<file path="src/hdl/sasag_pkg.sv">
// Shared types, constants and register codes for the strided stream address generator.
package sasag_pkg;

   localparam int NUM_PORTS       = 4;
   localparam int MAX_WIDTH_BYTES = 16;
   localparam int EMIT_PORTS      = (NUM_PORTS < 4) ? NUM_PORTS : 4;

   localparam int QUEUE_DEPTH     = 2;
   localparam int QUEUE_PTR_WIDTH = (QUEUE_DEPTH > 1) ? $clog2(QUEUE_DEPTH) : 1;
   localparam int QUEUE_CNT_WIDTH = $clog2(QUEUE_DEPTH + 1);

   localparam int CSR_ADDR_WIDTH  = 5;
   localparam int CSR_DATA_WIDTH  = 32;

   localparam logic [27:0] ADDR_MASK  = 28'hfff_ffff;
   localparam logic [1:0]  STORE_BYTE_OFFSET = 2'd0;

   typedef enum logic [2:0] {
      REG_BASE_ADDRESS  = 3'd0,
      REG_INNER_STRIDE  = 3'd1,
      REG_INNER_LENGTH  = 3'd2,
      REG_MIDDLE_STRIDE = 3'd3,
      REG_MIDDLE_LENGTH = 3'd4,
      REG_OUTER_STRIDE  = 3'd5,
      REG_DIRECTION     = 3'd6
   } sasag_reg_type;

   localparam logic DIR_LOAD  = 1'b0;
   localparam logic DIR_STORE = 1'b1;

   typedef struct packed {
      logic [31:0] base_address;
      logic [31:0] inner_stride;
      logic [16:0] inner_length;
      logic [31:0] middle_stride;
      logic [16:0] middle_length;
      logic [31:0] outer_stride;
      logic        direction;
   } sasag_cfg_type;

   // One classified step waiting for the back end.
   typedef struct packed {
      logic [31:0] stream_address;
      logic [31:0] first_address;
      logic [15:0] addr_step;
      logic [1:0]  last_port;
      logic        is_null;
      logic        is_load;
   } sasag_entry_type;

endpackage

</file>
<file path="src/hdl/sasag_csr.sv">
// Configuration register file with APB-style write and read access.
module sasag_csr (
   input  logic                                  clock,
   input  logic                                  reset,
   input  logic                                  csr_psel,
   input  logic                                  csr_penable,
   input  logic                                  csr_pwrite,
   input  logic [sasag_pkg::CSR_ADDR_WIDTH-1:0]  csr_paddr,
   input  logic [sasag_pkg::CSR_DATA_WIDTH-1:0]  csr_pwdata,
   output logic [sasag_pkg::CSR_DATA_WIDTH-1:0]  csr_prdata,
   output logic                                  csr_pready,
   output sasag_pkg::sasag_cfg_type              cfg
);

   sasag_pkg::sasag_cfg_type cfg_ff;
   sasag_pkg::sasag_cfg_type cfg_in;
   sasag_pkg::sasag_reg_type reg_index;
   logic                     wr_en;

   assign reg_index  = sasag_pkg::sasag_reg_type'(csr_paddr[4:2]);
   assign wr_en      = csr_psel & csr_penable & csr_pwrite;
   assign csr_pready = 1'b1;
   assign cfg        = cfg_ff;

   always_comb begin
      cfg_in = cfg_ff;
      if (wr_en) begin
         unique case (reg_index)
            sasag_pkg::REG_BASE_ADDRESS:  cfg_in.base_address  = csr_pwdata;
            sasag_pkg::REG_INNER_STRIDE:  cfg_in.inner_stride  = csr_pwdata;
            sasag_pkg::REG_INNER_LENGTH:  cfg_in.inner_length  = csr_pwdata[16:0];
            sasag_pkg::REG_MIDDLE_STRIDE: cfg_in.middle_stride = csr_pwdata;
            sasag_pkg::REG_MIDDLE_LENGTH: cfg_in.middle_length = csr_pwdata[16:0];
            sasag_pkg::REG_OUTER_STRIDE:  cfg_in.outer_stride  = csr_pwdata;
            sasag_pkg::REG_DIRECTION:     cfg_in.direction     = csr_pwdata[0];
            default: ;
         endcase
      end
   end

   always_comb begin
      unique case (reg_index)
         sasag_pkg::REG_BASE_ADDRESS:  csr_prdata = cfg_ff.base_address;
         sasag_pkg::REG_INNER_STRIDE:  csr_prdata = cfg_ff.inner_stride;
         sasag_pkg::REG_INNER_LENGTH:  csr_prdata = {15'd0, cfg_ff.inner_length};
         sasag_pkg::REG_MIDDLE_STRIDE: csr_prdata = cfg_ff.middle_stride;
         sasag_pkg::REG_MIDDLE_LENGTH: csr_prdata = {15'd0, cfg_ff.middle_length};
         sasag_pkg::REG_OUTER_STRIDE:  csr_prdata = cfg_ff.outer_stride;
         sasag_pkg::REG_DIRECTION:     csr_prdata = {31'd0, cfg_ff.direction};
         default:                      csr_prdata = '0;
      endcase
   end

   always_ff @(posedge clock) begin
      if (reset) begin
         cfg_ff <= '0;
      end else begin
         cfg_ff <= cfg_in;
      end
   end

endmodule

</file>
<file path="src/hdl/sasag_front.sv">
// Front end: loop counters, stream address and classification of each step.
module sasag_front (
   input  logic                        clock,
   input  logic                        reset,
   input  sasag_pkg::sasag_cfg_type    cfg,
   input  logic                        accept,
   input  logic [4:0]                  req_byte_count,
   input  logic [15:0]                 req_port_stride,
   input  logic                        req_write_enable,
   output sasag_pkg::sasag_entry_type  entry
);

   logic [31:0] inner_offset_ff,  inner_offset_in;
   logic [31:0] middle_offset_ff, middle_offset_in;
   logic [31:0] outer_offset_ff,  outer_offset_in;
   logic [15:0] inner_count_ff,   inner_count_in;
   logic [15:0] middle_count_ff,  middle_count_in;

   logic        one_d, two_d;
   logic        inner_go, middle_go;
   logic [31:0] middle_term, outer_term, stream_address;
   logic [6:0]  width_clamped, words, store_ports;
   logic        is_load, is_null;

   assign one_d = cfg.inner_length[16];
   assign two_d = cfg.middle_length[16];

   assign middle_term = one_d ? 32'd0 : middle_offset_ff;
   assign outer_term  = (one_d || two_d) ? 32'd0 : outer_offset_ff;
   assign stream_address = cfg.base_address + inner_offset_ff + middle_term + outer_term;

   assign inner_go  = one_d || (inner_count_ff < cfg.inner_length[15:0]);
   assign middle_go = two_d || (middle_count_ff < cfg.middle_length[15:0]);

   always_comb begin
      inner_offset_in  = inner_offset_ff;
      middle_offset_in = middle_offset_ff;
      outer_offset_in  = outer_offset_ff;
      inner_count_in   = inner_count_ff;
      middle_count_in  = middle_count_ff;
      if (accept) begin
         priority if (inner_go) begin
            inner_offset_in = inner_offset_ff + cfg.inner_stride;
            inner_count_in  = inner_count_ff + 16'd1;
         end else if (middle_go) begin
            inner_offset_in  = '0;
            middle_offset_in = middle_offset_ff + cfg.middle_stride;
            inner_count_in   = 16'd1;
            middle_count_in  = middle_count_ff + 16'd1;
         end else begin
            inner_offset_in  = '0;
            middle_offset_in = '0;
            outer_offset_in  = outer_offset_ff + cfg.outer_stride;
            inner_count_in   = 16'd1;
            middle_count_in  = 16'd1;
         end
      end
   end

   // Stores: one word per port while bytes remain.
   assign width_clamped = ({2'b00, req_byte_count} > 7'(sasag_pkg::MAX_WIDTH_BYTES))
                          ? 7'(sasag_pkg::MAX_WIDTH_BYTES) : {2'b00, req_byte_count};
   assign words       = (width_clamped + 7'd3) >> 2;
   assign store_ports = (words > 7'(sasag_pkg::EMIT_PORTS))
                        ? 7'(sasag_pkg::EMIT_PORTS) : words;

   assign is_load = (cfg.direction == sasag_pkg::DIR_LOAD);
   assign is_null = !is_load && (!req_write_enable || (words == 7'd0));

   always_comb begin
      entry.stream_address = stream_address;
      entry.is_load        = is_load;
      entry.is_null        = is_null;
      if (is_load) begin
         entry.first_address = {stream_address[31:2], 2'b00};
         entry.addr_step     = req_port_stride;
         entry.last_port     = 2'(sasag_pkg::EMIT_PORTS - 1);
      end else begin
         entry.first_address = stream_address;
         entry.addr_step     = 16'd4;
         entry.last_port     = is_null ? 2'd0 : 2'(store_ports - 7'd1);
      end
   end

   always_ff @(posedge clock) begin
      if (reset) begin
         inner_offset_ff  <= '0;
         middle_offset_ff <= '0;
         outer_offset_ff  <= '0;
         inner_count_ff   <= 16'd1;
         middle_count_ff  <= 16'd1;
      end else begin
         inner_offset_ff  <= inner_offset_in;
         middle_offset_ff <= middle_offset_in;
         outer_offset_ff  <= outer_offset_in;
         inner_count_ff   <= inner_count_in;
         middle_count_ff  <= middle_count_in;
      end
   end

endmodule

</file>
<file path="src/hdl/sasag_queue.sv">
// Short FIFO of classified steps between the front and back ends.
module sasag_queue (
   input  logic                        clock,
   input  logic                        reset,
   input  logic                        push,
   input  sasag_pkg::sasag_entry_type  push_entry,
   output logic                        full,
   input  logic                        pop,
   output logic                        head_valid,
   output sasag_pkg::sasag_entry_type  head_entry
);

   localparam int PW = sasag_pkg::QUEUE_PTR_WIDTH;
   localparam int CW = sasag_pkg::QUEUE_CNT_WIDTH;

   sasag_pkg::sasag_entry_type slots_ff [sasag_pkg::QUEUE_DEPTH];
   logic [PW-1:0] wr_ptr_ff, wr_ptr_in;
   logic [PW-1:0] rd_ptr_ff, rd_ptr_in;
   logic [CW-1:0] count_ff,  count_in;

   assign full       = (count_ff == CW'(sasag_pkg::QUEUE_DEPTH));
   assign head_valid = (count_ff != '0);
   assign head_entry = slots_ff[rd_ptr_ff];

   always_comb begin
      wr_ptr_in = wr_ptr_ff;
      rd_ptr_in = rd_ptr_ff;
      count_in  = count_ff;
      if (push) begin
         wr_ptr_in = (wr_ptr_ff == PW'(sasag_pkg::QUEUE_DEPTH - 1)) ? '0 : wr_ptr_ff + 1'b1;
      end
      if (pop) begin
         rd_ptr_in = (rd_ptr_ff == PW'(sasag_pkg::QUEUE_DEPTH - 1)) ? '0 : rd_ptr_ff + 1'b1;
      end
      unique case ({push, pop})
         2'b10:   count_in = count_ff + 1'b1;
         2'b01:   count_in = count_ff - 1'b1;
         default: count_in = count_ff;
      endcase
   end

   always_ff @(posedge clock) begin
      if (push) begin
         slots_ff[wr_ptr_ff] <= push_entry;
      end
   end

   always_ff @(posedge clock) begin
      if (reset) begin
         wr_ptr_ff <= '0;
         rd_ptr_ff <= '0;
         count_ff  <= '0;
      end else begin
         wr_ptr_ff <= wr_ptr_in;
         rd_ptr_ff <= rd_ptr_in;
         count_ff  <= count_in;
      end
   end

   overflow_chk: assert property (@(posedge clock) disable iff (reset)
      !(push && full))
      else $error("push into a full step queue");

   underflow_chk: assert property (@(posedge clock) disable iff (reset)
      !(pop && !head_valid))
      else $error("pop from an empty step queue");

   count_chk: assert property (@(posedge clock) disable iff (reset)
      push && !pop |=> count_ff == $past(count_ff) + 1'b1)
      else $error("step queue count did not follow a push");

endmodule

</file>
<file path="src/hdl/sasag_back.sv">
// Back end: fans each step out into per-port requests through an output register.
module sasag_back (
   input  logic                        clock,
   input  logic                        reset,
   input  logic                        head_valid,
   input  sasag_pkg::sasag_entry_type  head_entry,
   output logic                        pop,
   output logic                        rsp_valid,
   input  logic                        rsp_ready,
   output logic [31:0]                 rsp_stream_address,
   output logic [1:0]                  rsp_port_index,
   output logic [27:0]                 rsp_request_address,
   output logic                        rsp_request_valid,
   output logic [1:0]                  rsp_byte_offset,
   output logic                        rsp_last
);

   logic [1:0]  port_ff,  port_in;
   logic [31:0] acc_ff,   acc_in;
   logic [31:0] acc_cur;
   logic        emit, at_last;

   logic        rsp_valid_ff, rsp_valid_in;
   logic [31:0] rsp_stream_address_ff;
   logic [1:0]  rsp_port_index_ff;
   logic [27:0] rsp_request_address_ff;
   logic        rsp_request_valid_ff;
   logic [1:0]  rsp_byte_offset_ff;
   logic        rsp_last_ff;

   assign emit    = head_valid && (!rsp_valid_ff || rsp_ready);
   assign at_last = (port_ff == head_entry.last_port);
   assign acc_cur = (port_ff == 2'd0) ? head_entry.first_address : acc_ff;
   assign pop     = emit && at_last;

   always_comb begin
      port_in      = port_ff;
      acc_in       = acc_ff;
      rsp_valid_in = rsp_valid_ff && !rsp_ready;
      if (emit) begin
         rsp_valid_in = 1'b1;
         if (at_last) begin
            port_in = 2'd0;
         end else begin
            port_in = port_ff + 2'd1;
            acc_in  = acc_cur + {16'd0, head_entry.addr_step};
         end
      end
   end

   always_ff @(posedge clock) begin
      if (emit) begin
         rsp_stream_address_ff  <= head_entry.stream_address;
         rsp_port_index_ff      <= port_ff;
         rsp_request_address_ff <= head_entry.is_null ? 28'd0
                                   : (acc_cur[27:0] & sasag_pkg::ADDR_MASK);
         rsp_request_valid_ff   <= !head_entry.is_null;
         rsp_byte_offset_ff     <= head_entry.is_load ? head_entry.stream_address[1:0]
                                   : sasag_pkg::STORE_BYTE_OFFSET;
         rsp_last_ff            <= at_last;
      end
      acc_ff <= acc_in;
   end

   always_ff @(posedge clock) begin
      if (reset) begin
         port_ff      <= 2'd0;
         rsp_valid_ff <= 1'b0;
      end else begin
         port_ff      <= port_in;
         rsp_valid_ff <= rsp_valid_in;
      end
   end

   assign rsp_valid           = rsp_valid_ff;
   assign rsp_stream_address  = rsp_stream_address_ff;
   assign rsp_port_index      = rsp_port_index_ff;
   assign rsp_request_address = rsp_request_address_ff;
   assign rsp_request_valid   = rsp_request_valid_ff;
   assign rsp_byte_offset     = rsp_byte_offset_ff;
   assign rsp_last            = rsp_last_ff;

   null_item_chk: assert property (@(posedge clock) disable iff (reset)
      rsp_valid_ff && !rsp_request_valid_ff |-> rsp_last_ff && rsp_port_index_ff == 2'd0)
      else $error("null result is not a lone port-0 last item");

   burst_chk: assert property (@(posedge clock) disable iff (reset)
      rsp_valid_ff && rsp_ready && !rsp_last_ff |=>
         rsp_valid_ff && rsp_port_index_ff == $past(rsp_port_index_ff) + 2'd1)
      else $error("results of one step did not follow back to back");

   port_reset_chk: assert property (@(posedge clock) disable iff (reset)
      pop |=> port_ff == 2'd0)
      else $error("port counter not cleared after a step finished");

endmodule

</file>
<file path="src/hdl/strided_stream_address_generator_core.sv">
// Top level of the strided stream address generator: CSRs, front end, step queue, back end.
// Each accepted item is one step of a three-level nested address loop; it yields one result
// per memory port (4 for a load, 1 to 4 for a store depending on the byte count) or a single
// null result for a store with nothing to write, delivered one result per cycle while
// rsp_ready is high. The front end updates the loop counters and classifies the step in the
// cycle it is accepted and pushes it into a 2-entry queue, so a new item is taken every cycle
// while the queue has room; the sustained rate is set by the single result port in the back
// end, issuing an item's results in turn. Results pass the step queue and output register.
// Configuration is to be written through the APB port only while idle, not enforced here.
module strided_stream_address_generator_core (
   input  logic                                  clock,
   input  logic                                  reset,
   input  logic                                  csr_psel,
   input  logic                                  csr_penable,
   input  logic                                  csr_pwrite,
   input  logic [sasag_pkg::CSR_ADDR_WIDTH-1:0]  csr_paddr,
   input  logic [sasag_pkg::CSR_DATA_WIDTH-1:0]  csr_pwdata,
   output logic [sasag_pkg::CSR_DATA_WIDTH-1:0]  csr_prdata,
   output logic                                  csr_pready,
   input  logic                                  req_valid,
   output logic                                  req_ready,
   input  logic [4:0]                            req_byte_count,
   input  logic [15:0]                           req_port_stride,
   input  logic                                  req_write_enable,
   output logic                                  rsp_valid,
   input  logic                                  rsp_ready,
   output logic [31:0]                           rsp_stream_address,
   output logic [1:0]                            rsp_port_index,
   output logic [27:0]                           rsp_request_address,
   output logic                                  rsp_request_valid,
   output logic [1:0]                            rsp_byte_offset,
   output logic                                  rsp_last
);

   sasag_pkg::sasag_cfg_type   cfg;
   sasag_pkg::sasag_entry_type push_entry;
   sasag_pkg::sasag_entry_type head_entry;
   logic                       accept, full, pop, head_valid;

   assign req_ready = !full;
   assign accept    = req_valid && !full;

   sasag_csr u_csr (
      .clock       (clock),
      .reset       (reset),
      .csr_psel    (csr_psel),
      .csr_penable (csr_penable),
      .csr_pwrite  (csr_pwrite),
      .csr_paddr   (csr_paddr),
      .csr_pwdata  (csr_pwdata),
      .csr_prdata  (csr_prdata),
      .csr_pready  (csr_pready),
      .cfg         (cfg)
   );

   sasag_front u_front (
      .clock            (clock),
      .reset            (reset),
      .cfg              (cfg),
      .accept           (accept),
      .req_byte_count   (req_byte_count),
      .req_port_stride  (req_port_stride),
      .req_write_enable (req_write_enable),
      .entry            (push_entry)
   );

   sasag_queue u_queue (
      .clock      (clock),
      .reset      (reset),
      .push       (accept),
      .push_entry (push_entry),
      .full       (full),
      .pop        (pop),
      .head_valid (head_valid),
      .head_entry (head_entry)
   );

   sasag_back u_back (
      .clock               (clock),
      .reset               (reset),
      .head_valid          (head_valid),
      .head_entry          (head_entry),
      .pop                 (pop),
      .rsp_valid           (rsp_valid),
      .rsp_ready           (rsp_ready),
      .rsp_stream_address  (rsp_stream_address),
      .rsp_port_index      (rsp_port_index),
      .rsp_request_address (rsp_request_address),
      .rsp_request_valid   (rsp_request_valid),
      .rsp_byte_offset     (rsp_byte_offset),
      .rsp_last            (rsp_last)
   );

endmodule
</file>
<file path="config.mk">
export PLATFORM = sky130hd
export DESIGN_NAME = strided_stream_address_generator_core
export DESIGN_NICKNAME = d
export VERILOG_FILES = /design/src/hdl/sasag_pkg.sv /design/src/hdl/sasag_csr.sv /design/src/hdl/sasag_front.sv /design/src/hdl/sasag_queue.sv /design/src/hdl/sasag_back.sv /design/src/hdl/strided_stream_address_generator_core.sv
export SDC_FILE = /design/constraint.sdc
export NUM_CORES = 1
export LEC_CHECK = 0
export ABC_AREA = 1
export BUFFER_PORTS_ARGS = -buffer_cell sky130_fd_sc_hd__buf_2
export CAP_MARGIN = 15
export CORE_UTILIZATION = 40
export DETAILED_ROUTE_END_ITERATION = 8
export SLEW_MARGIN = 20
export SYNTH_ARGS = -nofsm -noshare
export SYNTH_HDL_FRONTEND = slang
export SYNTH_SLANG_ARGS = --single-unit
</file>
<file path="constraint.sdc">
create_clock -name clock -period 6.3 [get_ports clock]
set_input_delay 0.63 -clock clock [delete_from_list [all_inputs] [get_ports clock]]
set_output_delay 0.63 -clock clock [all_outputs]
set_load 0.005 [all_outputs]
</file>
==> run_results.csv <==
group,metric,value,unit
worst_setup_path,ff2ff_setup_slack,1.53,ns
hold_path,hold_start,"csr_pwdata[21]",
synthesis,synth.mux.area_fraction,0.000320,
synthesis,synth_area_per_cell,7.36,um2
power_and_ir_drop,irDropWorstVdd,209,uV
hold_path,hold_class,"in2reg",
synthesis,synth_area_leaders,"edfxtp_1, dfxtp_1, nand2_1",
synthesis,synth_ff_type,"dfxtp_1",
worst_setup_path,worstSetupPathType,"reg2reg",
detailed_routing,avgViaCountPerCell,5.18,
clocking,clock_sinks,501,
clocking,cts_buffer_depth,3,
synthesis,async_flop_share,0,
clocking,clock_latency,0.64,ns
grt,track_usage,0.272,
layout,final_common_cell,"nand2_1",
layout,layout-drive-gt1-share,0.0776,
grt,antenna_found_initial,7,
detailed_routing,post-route-drc-count,0,
timing,maxSlewHeadroom,0.308,
detailed_routing,drt_wl_total,108000,um
floorplan,coreArea,0.0773,mm2
worst_setup_path,crit_family,"adder cells",
synthesis,syn_area,0.0313,mm2
placement,dp_cells,5346,
outcome,status,"finished clean",
power_and_ir_drop,pwr_density_cell,250,mW/mm2
worst_setup_path,cp_slowest_stage_delay,0.65,ns
placement,post-dp-hpwl,84300,um
floorplan,ios,167,
synthesis,synth-seq-cells,501,
detailed_routing,wl_per_cell,19.9,um
worst_setup_path,path_buf_inv,2,
worst_setup_path,critPathRequiredTime,6.67,ns
floorplan,initial_utilization,0.404,
clocking,cts_hold_buf,0,
synthesis,synthAdderAreaFrac,0.112,
floorplan,die_width,282,um
power_and_ir_drop,power_leakage,15.9,nW
synthesis,synthSimpleGateAreaFrac,0.262,
synthesis,synthCells,4244,
floorplan,die_area,0.0793,mm2
clocking,tritoncts.num_buffers,56,
synthesis,synth_xor_area_frac,0.0319,
worst_setup_path,timing.rr.end,"u_queue.slots_ff[0][51]$_DFFE_PP_",
clocking,cts_root_buffer,"clkbuf_16",
detailed_routing,drtIter0Drc,2471,
synthesis,synth_fp_nets,4550,
layout,fin_nets,4670,
timing,rsz0062_at_grt,"no",
layout,final_cell_count_no_fill,5451,
worst_setup_path,endpoint_kind,"flip-flop",
hold_path,hold_depth,3,
timing,slew_violations,0,
worst_setup_path,arrival,5.14,ns
worst_setup_path,crit_slowest_cell,"nor2_2",
timing,tns,0,ns
worst_setup_path,cpMostUsedCell,"fa_1",
clocking,clkTransAtPathRegs,0.06,ns
timing,period_needed,4.77,ns
synthesis,synth_cell_type_count,55,
synthesis,yosysWarnings,0,
worst_setup_path,timing.rr.start,"u_csr.cfg[98]$_SDFFE_PP0P_",
layout,syn_to_final_growth,12.0,%
grt,grt_pass1_wl,162000,um
grt,grt_max_degree,174,
hold_path,min_to,"u_csr.cfg[22]$_SDFFE_PP0P_",
synthesis,synth_top_area_cell,"edfxtp_1",
timing,setup_viol,0,
synthesis,ys_seq_area_frac,0.386,
clocking,post-cts-setup-buffers,0,
placement,gp_congestion,0.992,
timing,period_share,0.758,
grt,first_global_vias,26500,
timing,worst_pin_slew,1.04,ns
synthesis,synth_edf_count,202,
synthesis,synth_compound_area_frac,0.127,
worst_setup_path,r2r_cells,14,
layout,most-common-layout-cells,"nand2_1, inv_1, nor2_1",
placement,portBuffers,163,
timing,clock_skew,0.0355,ns
worst_setup_path,crit_path_start_kind,"flip-flop",
synthesis,synth_top_family_by_area,"simple AND/OR/NAND/NOR gates",
clocking,cts_tree,"built",
run,max-cap-violations,0,
synthesis,synth_top_cell_area_share,0.194,
worst_setup_path,crit_path_max_fanout,17,
timing,hold_viol_final,0,
floorplan,rows,102,
grt,grt_overflow,0,
clocking,cts-resized-gates,0,
worst_setup_path,cp_cell_sequence,"nor2_2, nand2_1, fa_1, fa_1, inv_1, ha_1, inv_1, fa_1, o21ai_1, a21oi_1, o21ai_1, nand3_1, nand2_1, xor2_1",
floorplan,fp.dieH,282,um
clocking,h-tree-depth,2,
timing,max_clock_freq,210,MHz
detailed_routing,antenna_left,0,
detailed_routing,drt-pass1-iter-count,5,
detailed_routing,vias,28200,
synthesized netlist by cell type, types with 10 or more instances:
master / instances
nor3_1: 37
o21a_1: 10
nor2_1: 505
inv_1: 514
buf_1: 12
o21ai_1: 24
buf_2: 25
o21bai_1: 34
nand4_1: 54
ha_1: 174
fa_1: 66
nand2_1: 1187
a221oi_1: 11
o2111ai_1: 19
a21oi_1: 311
xnor2_1: 34
inv_2: 12
clkbuf_1: 77
o21ai_0: 270
edfxtp_1: 202
dfxtp_1: 299
or2_2: 19
xor2_1: 80
nand3_1: 159
registers in the layout, indices dropped and copies added, names as in the netlist, 2 cells and up, named ones only:
signal,count
u_csr.cfg,163
u_queue.slots_ff,108
u_back.rsp_stream_address,32
u_front.inner_offset_ff,32
u_front.middle_offset_ff,32
u_front.outer_offset_ff,32
u_back.acc_ff,28
u_back.rsp_request_address,28
u_front.inner_count_ff,16
u_front.middle_count_ff,16
u_back.port_ff,2
u_back.rsp_byte_offset,2
u_back.rsp_port_index,2
u_queue.count_ff,2
tightest hold or removal path, delay by kind of cell:
family | cells | cell delay (ns)
and+or+nand+nor | 2 | 0.13
buffers and inverters | 1 | 0.12
report_power, final:
part           total (mW)  internal, mW  switching (mW)
combinational        1.47         0.451            1.01
sequential           3.80          3.69           0.110
clock                3.48          2.07            1.41
logic make-up (layout without fill, tap and decap cells):
kind of cell / count (synthesis) / in the layout
AO/OA/AOI/OAI: 723 / 723
XOR/XNOR: 114 / 114
adder cells (fa/ha/maj): 240 / 240
buffers and inverters: 655 / 819
flip-flops: 501 / 501
multiplexers: 1 / 1
other: 1 / 4
AND/OR/NAND/NOR: 2009 / 2009
stage by stage:
stage | hold WS, ns | total power [mW] | setup WS, ns | utilization | area, um2
2_1_floorplan | 0.430 | 4.80 | 2.48 | - | 31300
3_3_place_gp | 0.460 | 5.32 | 1.69 | 0.427 | 33100
3_5_place_dp | 0.455 | 5.33 | 1.65 | 0.427 | 33100
4_1_cts | 0.259 | 8.80 | 1.61 | 0.452 | 35000
5_1_grt | 0.291 | 9.10 | 1.38 | 0.452 | 35000
6_report | 0.279 | 8.75 | 1.53 | 0.453 | 35000
cell type report:
class                      instances  area [um2]
fill                            8017       42300
inverter                         529        1990
timing repair buffer             188        1020
sequential                       501       12100
clock inverter                    24         330
clock buffer                      78        1610
tap                             1040        1300
multi-input combinational       3088       16700
antenna                            3        7.51
per-layer routing:
metal	GRT usage	up-vias	part of all wire	wire length, um
met5	0	-	0.00025	27
met3	0.0358	189	0.064	6910
met4	0.126	4	0.049	5350
li1	-	14100	-	-
met1	0.351	13000	0.42	46000
met2	0.451	940	0.46	50000
worst max-delay path by stage:
| stage | startpoint | endpoint | slack, ns | cells after the start |
|---|---|---|---|---|
| final | u_csr.cfg[98]$_SDFFE_PP0P_ | u_queue.slots_ff[0][51]$_DFFE_PP_ | 1.53 | 14 |
| after global routing | u_csr.cfg[98]$_SDFFE_PP0P_ | u_queue.slots_ff[1][81]$_DFFE_PP_ | 1.38 | 16 |
| after CTS | u_csr.cfg[98]$_SDFFE_PP0P_ | u_queue.slots_ff[0][51]$_DFFE_PP_ | 1.61 | 14 |
| after detailed placement | u_csr.cfg[98]$_SDFFE_PP0P_ | u_queue.slots_ff[1][51]$_DFFE_PP_ | 1.65 | 14 |
| after global placement | u_csr.cfg[98]$_SDFFE_PP0P_ | u_queue.slots_ff[0][51]$_DFFE_PP_ | 1.69 | 14 |
| after floorplan | req_valid | u_queue.slots_ff[0][0]$_DFFE_PP_ | 2.48 | 4 |
(Power assumes the default switching activity.)
